`src/design/dcf_pkg.sv`:
```
`timescale 1ns / 1ps
// Shared constants, types and BCD decode function for the drawing command deframer.
package dcf_pkg;

    localparam int FIELD_DEPTH = 12;

    // Opcode bytes
    localparam logic [7:0] OP_FIRST     = 8'hA1;
    localparam logic [7:0] OP_LAST_KIND = 8'hA5;
    localparam logic [7:0] OP_CLEAR     = 8'hA6;

    // Command kinds; idle marks no active command
    localparam logic [2:0] KIND_CIRCLE = 3'd0;
    localparam logic [2:0] KIND_RECT   = 3'd1;
    localparam logic [2:0] KIND_LINE   = 3'd2;
    localparam logic [2:0] KIND_FILL   = 3'd3;
    localparam logic [2:0] KIND_DATE   = 3'd4;
    localparam logic [2:0] KIND_CLEAR  = 3'd5;
    localparam logic [2:0] KIND_IDLE   = 3'd7;

    typedef struct packed {
        logic                             emit;
        logic                             clear;
        logic [2:0]                       kind;
        logic [FIELD_DEPTH-1:0][7:0]      fields;
        logic [7:0]                       last;
    } frame_t;

    typedef struct packed {
        logic [2:0]  cmd_kind;
        logic [15:0] pos_x;
        logic [15:0] pos_y;
        logic [15:0] arg_a;
        logic [15:0] arg_b;
        logic [15:0] arg_c;
        logic [23:0] colour;
        logic [47:0] date_raw;
    } result_t;

    // Position of the final byte of a frame for each kind
    function automatic logic [3:0] frame_last(input logic [2:0] kind);
        logic [3:0] pos;
        case (kind)
            KIND_CIRCLE: pos = 4'd8;
            KIND_RECT:   pos = 4'd10;
            KIND_LINE:   pos = 4'd12;
            KIND_FILL:   pos = 4'd6;
            KIND_DATE:   pos = 4'd12;
            default:     pos = 4'd0;
        endcase
        return pos;
    endfunction

    // Decimal value of the nibble run from the highest nonzero nibble down to
    // the first non-decimal nibble; a non-decimal leading nibble keeps the raw word.
    function automatic logic [23:0] bcd_decode(input logic [23:0] raw);
        logic [23:0] acc;
        logic        started;
        logic        stopped;
        logic        keep_raw;
        logic [3:0]  d;
        acc      = '0;
        started  = 1'b0;
        stopped  = 1'b0;
        keep_raw = 1'b0;
        for (int i = 5; i >= 0; i--) begin
            d = raw[4*i +: 4];
            if (!started) begin
                if (d != 4'd0) begin
                    started = 1'b1;
                    if (d > 4'd9) begin
                        keep_raw = 1'b1;
                    end else begin
                        acc = {20'd0, d};
                    end
                end
            end else if (!stopped) begin
                if (d > 4'd9) begin
                    stopped = 1'b1;
                end else begin
                    acc = 24'((acc << 3) + (acc << 1) + {20'd0, d});
                end
            end
        end
        return keep_raw ? raw : acc;
    endfunction

endpackage

```
`src/design/dcf_collect.sv`:
```
`timescale 1ns / 1ps
// Opcode tracking and field byte collection for the drawing command deframer.
module dcf_collect (
    input  logic           aclk,
    input  logic           aresetn,
    input  logic           step,
    input  logic [7:0]     rx_byte,
    output dcf_pkg::frame_t frame
);
    import dcf_pkg::*;

    logic [2:0] kind_reg, kind_next;
    logic [3:0] pos_reg, pos_next;
    logic [7:0] field_reg [FIELD_DEPTH];
    logic [3:0] last_pos;
    logic       store;

    always_comb begin
        last_pos    = frame_last(kind_reg);
        store       = 1'b0;
        kind_next   = kind_reg;
        pos_next    = pos_reg;
        frame.emit  = 1'b0;
        frame.clear = 1'b0;
        frame.kind  = kind_reg;
        frame.last  = rx_byte;
        for (int i = 0; i < FIELD_DEPTH; i++) begin
            frame.fields[i] = field_reg[i];
        end
        if (rx_byte inside {[OP_FIRST:OP_LAST_KIND]}) begin
            // new kind: drop anything collected so far
            kind_next = 3'(rx_byte - OP_FIRST);
            pos_next  = 4'd0;
        end else if (rx_byte == OP_CLEAR) begin
            kind_next   = KIND_IDLE;
            pos_next    = 4'd0;
            frame.emit  = 1'b1;
            frame.clear = 1'b1;
        end else if (kind_reg <= KIND_DATE) begin
            if (pos_reg < last_pos) begin
                store    = 1'b1;
                pos_next = pos_reg + 4'd1;
            end else begin
                pos_next   = 4'd0;
                frame.emit = 1'b1;
            end
        end
    end

    always_ff @(posedge aclk) begin
        if (!aresetn) begin
            kind_reg <= KIND_IDLE;
            pos_reg  <= 4'd0;
        end else if (step) begin
            kind_reg <= kind_next;
            pos_reg  <= pos_next;
        end
    end

    always_ff @(posedge aclk) begin
        if (step && store) begin
            field_reg[pos_reg] <= rx_byte;
        end
    end

    a_idle_pos_zero: assert property (@(posedge aclk) disable iff (!aresetn)
        (kind_reg == KIND_IDLE) |-> (pos_reg == 4'd0))
        else $error("collection position moved while idle");

    a_pos_in_frame: assert property (@(posedge aclk) disable iff (!aresetn)
        (kind_reg != KIND_IDLE) |-> (pos_reg <= frame_last(kind_reg)))
        else $error("collection position beyond frame end");

    a_kind_legal: assert property (@(posedge aclk) disable iff (!aresetn)
        (kind_reg <= KIND_DATE) || (kind_reg == KIND_IDLE))
        else $error("active kind holds a clear or unused code");

endmodule

```
`src/design/dcf_decode.sv`:
```
`timescale 1ns / 1ps
// BCD decode and field placement of a completed drawing command frame.
module dcf_decode (
    input  dcf_pkg::frame_t  frame,
    output dcf_pkg::result_t result
);
    import dcf_pkg::*;

    logic [FIELD_DEPTH-1:0][7:0] f;
    logic [23:0] w0, w2, w4, w6, w8;
    logic [23:0] col_raw;

    always_comb begin
        f  = frame.fields;
        w0 = bcd_decode({8'h00, f[1], f[0]});
        w2 = bcd_decode({8'h00, f[3], f[2]});
        w4 = bcd_decode({8'h00, f[5], f[4]});
        w6 = bcd_decode({8'h00, f[7], f[6]});
        w8 = bcd_decode({8'h00, f[9], f[8]});

        // colour takes the final three bytes of the frame
        case (frame.kind)
            KIND_CIRCLE: col_raw = {frame.last, f[7], f[6]};
            KIND_RECT:   col_raw = {frame.last, f[9], f[8]};
            KIND_LINE:   col_raw = {frame.last, f[11], f[10]};
            KIND_FILL:   col_raw = {frame.last, f[5], f[4]};
            KIND_DATE:   col_raw = {frame.last, f[11], f[10]};
            default:     col_raw = '0;
        endcase

        result = '0;
        if (frame.clear) begin
            result.cmd_kind = KIND_CLEAR;
        end else begin
            result.cmd_kind = frame.kind;
            result.pos_x    = w0[15:0];
            result.pos_y    = w2[15:0];
            result.colour   = bcd_decode(col_raw);
            case (frame.kind)
                KIND_CIRCLE: begin
                    result.arg_a = w4[15:0];
                end
                KIND_RECT: begin
                    result.arg_a = w4[15:0];
                    result.arg_b = w6[15:0];
                end
                KIND_LINE: begin
                    result.arg_a = w4[15:0];
                    result.arg_b = w6[15:0];
                    result.arg_c = w8[15:0];
                end
                KIND_DATE: begin
                    result.date_raw = {f[9], f[8], f[7], f[6], f[5], f[4]};
                end
                default: begin
                    result.arg_a = '0;
                end
            endcase
        end
    end

endmodule

```
`src/design/drawing_command_deframer_core.sv`:
```
`timescale 1ns / 1ps
// Top level of the drawing command deframer: input register, collector, decode, result register.
// The completing byte goes through the input register; its result word is registered onto m_valid.
// Throughput: one input byte per cycle while the result side keeps m_ready high.
// The input register and the result register part the two sides; a held result stalls input.
// Reset (synchronous, aresetn low) returns to idle with no active kind and empties both registers.
module drawing_command_deframer_core (
    input  logic        aclk,
    input  logic        aresetn,
    input  logic        s_valid,
    output logic        s_ready,
    input  logic [7:0]  s_rx_byte,
    output logic        m_valid,
    input  logic        m_ready,
    output logic [2:0]  m_cmd_kind,
    output logic [15:0] m_pos_x,
    output logic [15:0] m_pos_y,
    output logic [15:0] m_arg_a,
    output logic [15:0] m_arg_b,
    output logic [15:0] m_arg_c,
    output logic [23:0] m_colour,
    output logic [47:0] m_date_raw
);
    import dcf_pkg::*;

    logic    in_valid_reg, in_valid_next;
    logic [7:0] in_byte_reg;
    logic    m_valid_reg, m_valid_next;
    result_t result_reg;
    logic    advance;
    frame_t  frame;
    result_t result;

    // hold the input word while a finished result waits
    assign advance = in_valid_reg && (!m_valid_reg || m_ready);
    assign s_ready = !in_valid_reg || advance;

    dcf_collect u_collect (
        .aclk    (aclk),
        .aresetn (aresetn),
        .step    (advance),
        .rx_byte (in_byte_reg),
        .frame   (frame)
    );

    dcf_decode u_decode (
        .frame  (frame),
        .result (result)
    );

    always_comb begin
        in_valid_next = in_valid_reg;
        if (s_valid && s_ready) begin
            in_valid_next = 1'b1;
        end else if (advance) begin
            in_valid_next = 1'b0;
        end
        m_valid_next = m_valid_reg;
        if (advance && frame.emit) begin
            m_valid_next = 1'b1;
        end else if (m_ready) begin
            m_valid_next = 1'b0;
        end
    end

    always_ff @(posedge aclk) begin
        if (!aresetn) begin
            in_valid_reg <= 1'b0;
            m_valid_reg  <= 1'b0;
        end else begin
            in_valid_reg <= in_valid_next;
            m_valid_reg  <= m_valid_next;
        end
    end

    always_ff @(posedge aclk) begin
        if (s_valid && s_ready) begin
            in_byte_reg <= s_rx_byte;
        end
        if (advance && frame.emit) begin
            result_reg <= result;
        end
    end

    assign m_valid    = m_valid_reg;
    assign m_cmd_kind = result_reg.cmd_kind;
    assign m_pos_x    = result_reg.pos_x;
    assign m_pos_y    = result_reg.pos_y;
    assign m_arg_a    = result_reg.arg_a;
    assign m_arg_b    = result_reg.arg_b;
    assign m_arg_c    = result_reg.arg_c;
    assign m_colour   = result_reg.colour;
    assign m_date_raw = result_reg.date_raw;

    a_clear_zero: assert property (@(posedge aclk) disable iff (!aresetn)
        (m_valid && (m_cmd_kind == KIND_CLEAR)) |->
        ((m_pos_x == 16'd0) && (m_pos_y == 16'd0) && (m_arg_a == 16'd0) &&
         (m_arg_b == 16'd0) && (m_arg_c == 16'd0) && (m_colour == 24'd0) &&
         (m_date_raw == 48'd0)))
        else $error("clear word carries nonzero fields");

    a_kind_range: assert property (@(posedge aclk) disable iff (!aresetn)
        m_valid |-> (m_cmd_kind <= KIND_CLEAR))
        else $error("result word with unused kind code");

    a_date_only: assert property (@(posedge aclk) disable iff (!aresetn)
        (m_valid && (m_cmd_kind != KIND_DATE)) |-> (m_date_raw == 48'd0))
        else $error("date bytes on a non-date word");

endmodule

```
`config.mk`:
```
export PLATFORM = sky130hd
export DESIGN_NAME = drawing_command_deframer_core
export DESIGN_NICKNAME = d
export VERILOG_FILES = /design/src/design/dcf_pkg.sv /design/src/design/dcf_collect.sv /design/src/design/dcf_decode.sv /design/src/design/drawing_command_deframer_core.sv
export SDC_FILE = /design/constraint.sdc
export NUM_CORES = 1
export LEC_CHECK = 0
export ABC_CLOCK_PERIOD_IN_PS = 29900
export BUFFER_PORTS_ARGS = -buffer_cell sky130_fd_sc_hd__buf_2
export CORE_UTILIZATION = 40
export DETAILED_ROUTE_END_ITERATION = 12
export PLACE_DENSITY = 0.56
export SLEW_MARGIN = 10
export SYNTH_ARGS = -nofsm -noshare
export SYNTH_HDL_FRONTEND = slang
export SYNTH_SLANG_ARGS = --single-unit
```
`constraint.sdc`:
```
create_clock -name aclk -period 29.9 [get_ports aclk]
set_input_delay 5.98 -clock aclk [delete_from_list [all_inputs] [get_ports aclk]]
set_output_delay 5.98 -clock aclk [all_outputs]
set_load 0.05 [all_outputs]
```
# == Word-level counts from Yosys, hierarchy flattened ==
# Memories as Yosys holds them, arrays and structs flattened.
# Index checks and enable logic that the tools add are counted.
# totals
reg_bits,172
latchBits,0
mem_bits_rw,96
romBits,0
in_bits,12
output_inout_bits,157
wordCells,440
n_memories,1
# classes
add_sub_neg,42
mul,0
div,0
n_lt_le_gt_ge,30
n_eq_ne,5
shifts,0
muxes,296
bitwise_logic,4
n_reduce_logical,49
# memory_table
name,depth,word_bits,read_ports,rd_clocked_by_memory_dff,wr,line,rtl
u_collect.field_reg,12,8,12,0,1,dcf_collect.sv:14,logic [7:0] field_reg [FIELD_DEPTH];
# ops
op,count
$mux W16,69
$mux W24,32
$add A16 B4 Y16,14
$mux W1,169
$add A16 B16 Y16,10
$add A24 B24 Y24,5
$add A24 B4 Y24,5
$gt A4 B4 Y1 const B,26
$reduce_bool A4 Y1,26
$pmux W24 S4,1
$mux W4,21
$add A7 B5 Y8,5
$pmux W4 S4,1
$reduce_or A2 Y1,6
$add A8 B4 Y9,1
$eq A8 B8 Y1 const B,1
$ge A8 B8 Y1 const B,1
$le A8 B8 Y1 const B,1
$eq A3 B2 Y1 const B,2
$mux W3,2
$reduce_bool A2 Y1,3
$logic_and A1 B1 Y1,5
$add A4 B1 Y4 const B,1
$lt A4 B4 Y1,1
other kinds (12),18

# == Depth between registers and ports, before layout ==
# logic_depth
word_depth,39
depth_mapped,49
depth_no_buf,47

# == Cells and area by module ==
# From an unflattened synthesis, not the netlist that was laid out.
# unflattened
hier_cells,2747
hier_area_um2,25499.5
# modules_own_cells
mod,instances,cells_per_inst,area_each_um2,seq_area_each_um2
dcf_decode,1,2373,16799.9,0.0
drawing_command_deframer_core,1,176,5007.3,4934.7
dcf_collect,1,198,3692.3,3022.9

# == Worst setup path before layout ==
# Ideal clock, no wire load.
# synth_timing
path_kind,input to register
start,in m_ready
end,"reg result_reg (netlist bit m_arg_a[0]), enable pin"
t_arrival_ns,16.749
slack_ns,12.288
path_stages,3
n_path_buf,0
path_cell_list,nor2b_1 nand2b_1 nor3_1
# synth_via
elab_chain_cells,3
# synth_lines
item,line,rtl
from (decl),drawing_command_deframer_core.sv:14,"input logic m_ready,"
$logic_or A1 B1 Y1,drawing_command_deframer_core.sv:35,assign advance = in_valid_reg && (!m_valid_reg || m_ready);
$logic_and A1 B1 Y1,drawing_command_deframer_core.sv:35,
$logic_and A1 B1 Y1,drawing_command_deframer_core.sv:80,if (advance && frame.emit) begin
to (signal assigned),drawing_command_deframer_core.sv:81,result_reg <= result;
to (decl),drawing_command_deframer_core.sv:29,result_t result_reg;
# No other way between the ends.
# A chain may end at the register's enable or synchronous reset.

# == Worst setup path after layout ==
# layout_timing
start,in m_ready
end,out s_ready
# layout_via
elab_chain_cells,3
# layout_lines
item,line,rtl
$logic_or A1 B1 Y1,drawing_command_deframer_core.sv:35,
$logic_and A1 B1 Y1,drawing_command_deframer_core.sv:35,
$logic_or A1 B1 Y1,drawing_command_deframer_core.sv:36,assign s_ready = !in_valid_reg || advance;
to (decl),drawing_command_deframer_core.sv:11,"output logic s_ready,"
# No other way between the ends.

==> metrics <==
minimum clock period=12.56 ns; VDD IR max=0.0351 mV; Top FF cell, synth=edfxtp_1; most frequent cells in the layout=ha_1, edfxtp_1, a21oi_1; gr usage total=23.3%; final RePlAce weighted congestion=0.944; Worst Skew=0.0266 ns; number of global-route vias before repair=21200; Sink Count=268; WL/cell=20.2 microns; number of buffers created by CTS=36; area delta synth->final=11.6%; worst skew pair latency=0.56 ns; post-DR vias/cell=5.84; Final Hold Fails=0; Top Ports=169; Critical Path End Type=primary output; initial antenna violation count=2; commonest non-fill, non-tap cell in the layout=ha_1; flip-flop count of the largest register after layout=96; CTS root buf=clkbuf_16; antenna viol nets, final=0; post-synth cell types=107; final setup violation count=0; Die H=253 microns; number of synthesized register bits=268; Worst Hold Class=reg2reg; hold_buf cts=0; Resized cells post-CTS=0; Die Width=253 microns; Starting Density=40.6%; fillcell total=5993; ANT cells=0; Leakage Power=0.0125 uW; PwrDens=30.2 nW/um^2; first-pass GRT wire length=118 mm; Gate Count Post-Synth=2695; clk slew on worst S/H paths=0.05 ns; GRT Residual Overflow=0; pre-CTS WS=17.34 ns; Critical Path Fanout Max=4; actual slew at the worst max-slew pin=1.16 ns; Critical Path RT=23.92 ns; Synth async-reset ratio=0%; WS Path Type=in2out; Core ar.=61900 sq um; sequential share of the synthesized area=31.7%; H-tree lvl count=2; Post CTS Setup Buffer Count=0; setup ws final=17.34 ns; number of synthesized flops with an enable pin=259; Port Buffers=168; Synth Area per Inst=9.33 sq um; Synth warnings=0; final period utilization=42.0%; area leader, netlist=edfxtp_1; outcome=finished, final reports clean; initial DRC count=2008; Nets=3251; pin count of the biggest net entering global routing=157; Peak Freq=0.0796 GHz; post-synth top area share=30.9%; CTS tree=built; largest cells by area after synthesis=edfxtp_1, ha_1, a21oi_1, nor2_1, o21ai_0; Setup TNS=0 ns; DRC Markers=0; layout cell share with drive strength beyond 1=11.6%; Max Cap Violations=0; Max Buffers Root-to-Sink=3; unrepaired setup endpoints after global routing=false; drt pass-1 iters=7; WL final=75.3 mm; HPWL after detailed placement=57.3 mm; Critical Path Source Type=primary input; final slew viol count=0; CP arrival=6.58 ns; Cell Rows=91; cell area after synthesis=25100 sq um; max_slew headroom=22.6%; die area=63800 sq um; via count=21700
-- cell type report --
class,instances,area (sq um),area share (%)
Clock inverter,21,193,0.687
Clock buffer,43,958,3.42
Sequential cell,268,7960,28.4
Multi-Input combinational cell,2194,16200,57.9
Inverter,160,601,2.14
Timing Repair Buffer,195,1060,3.76
Tap cell,837,1050,3.73
-- kinds of logic after synthesis --
kind of cell    count (synthesis)  synth area share, %
other cells                     1               0.0149
fa+ha+maj                     384                 20.3
simple gates                  804                 16.2
mux                            54                 2.27
xor+xnor                      127                 4.46
flops                         268                 31.7
buf+inv                       242                 3.90
compound gates                815                 21.3
-- power breakdown --
group	internal, uW	total (uW)	switching, uW
combinational	4.83	16.4	11.6
clock	249	421	172
sequential	409	410	0.779
total	662	847	185
-- per-stage QoR --
step	util [%]	std cells	total power (uW)	instance area, sq um	hold slack (ns)
finish	45.3	3718	847	28100	0.528
global route	45.3	3718	871	28100	0.569
CTS	45.3	3718	859	28100	0.522
detailed placement	43.4	3654	433	26900	0.515
global placement	43.4	3654	433	26900	0.507
floorplan	-	2704	427	25200	0.483
-- routing by layer --
layer	global-route usage, %	vias to the layer above	part of all wire (%)
met5	0	-	0.017
met3	2.63	101	5.2
li1	-	10400	-
met2	38.1	702	46
met1	32.3	10500	46
met4	6.60	2	2.4
-- worst max-delay path, cell delays in order --
cell and delay (ns):
buf_2 0.09, nor2b_1 0.20, nand2_1 0.09, buf_2 0.21
-- cell usage after synthesis (11+ instances only) --
master    instances
a32o_1           15
nor2_1          232
nand3_1          56
a221oi_1         14
xnor2_1          81
nor3b_1          19
o22ai_1          13
a31oi_1          21
buf_2            13
fa_1             39
xor2_1           45
nor4_1           26
nand2_1         158
edfxtp_1        259
or2_2            16
inv_1           159
o21bai_1         32
or3_1            13
o21a_1           34
mux2i_1          30
a211oi_1         21
o31ai_1          12
and2_1           90
a21oi_1         233
o211ai_1         11
nand2b_1         21
mux2_2           22
and3_1           18
a22oi_1          33
o21ai_0         172
nor3_1           63
or4_1            19
clkbuf_1         57
o21ai_1          16
a21o_1           51
a22o_1           13
nor2b_1          39
a21boi_0         14
ha_1            345
-- worst paths after layout --
path,to,from,slack (ns),cells past startpoint
worst max register to register,m_colour[22]$_SDFFCE_PP0P_,u_collect.kind_reg[1]$_SDFFE_PN1P_,17.89,42
worst min register to register,u_collect.pos_reg[1]$_SDFFE_PN0P_,u_collect.pos_reg[1]$_SDFFE_PN0P_,0.53,2
worst max-delay path,s_ready,m_ready,17.34,4
worst min-delay path,u_collect.pos_reg[1]$_SDFFE_PN0P_,u_collect.pos_reg[1]$_SDFFE_PN0P_,0.53,2
(Power assumes the default switching activity.)
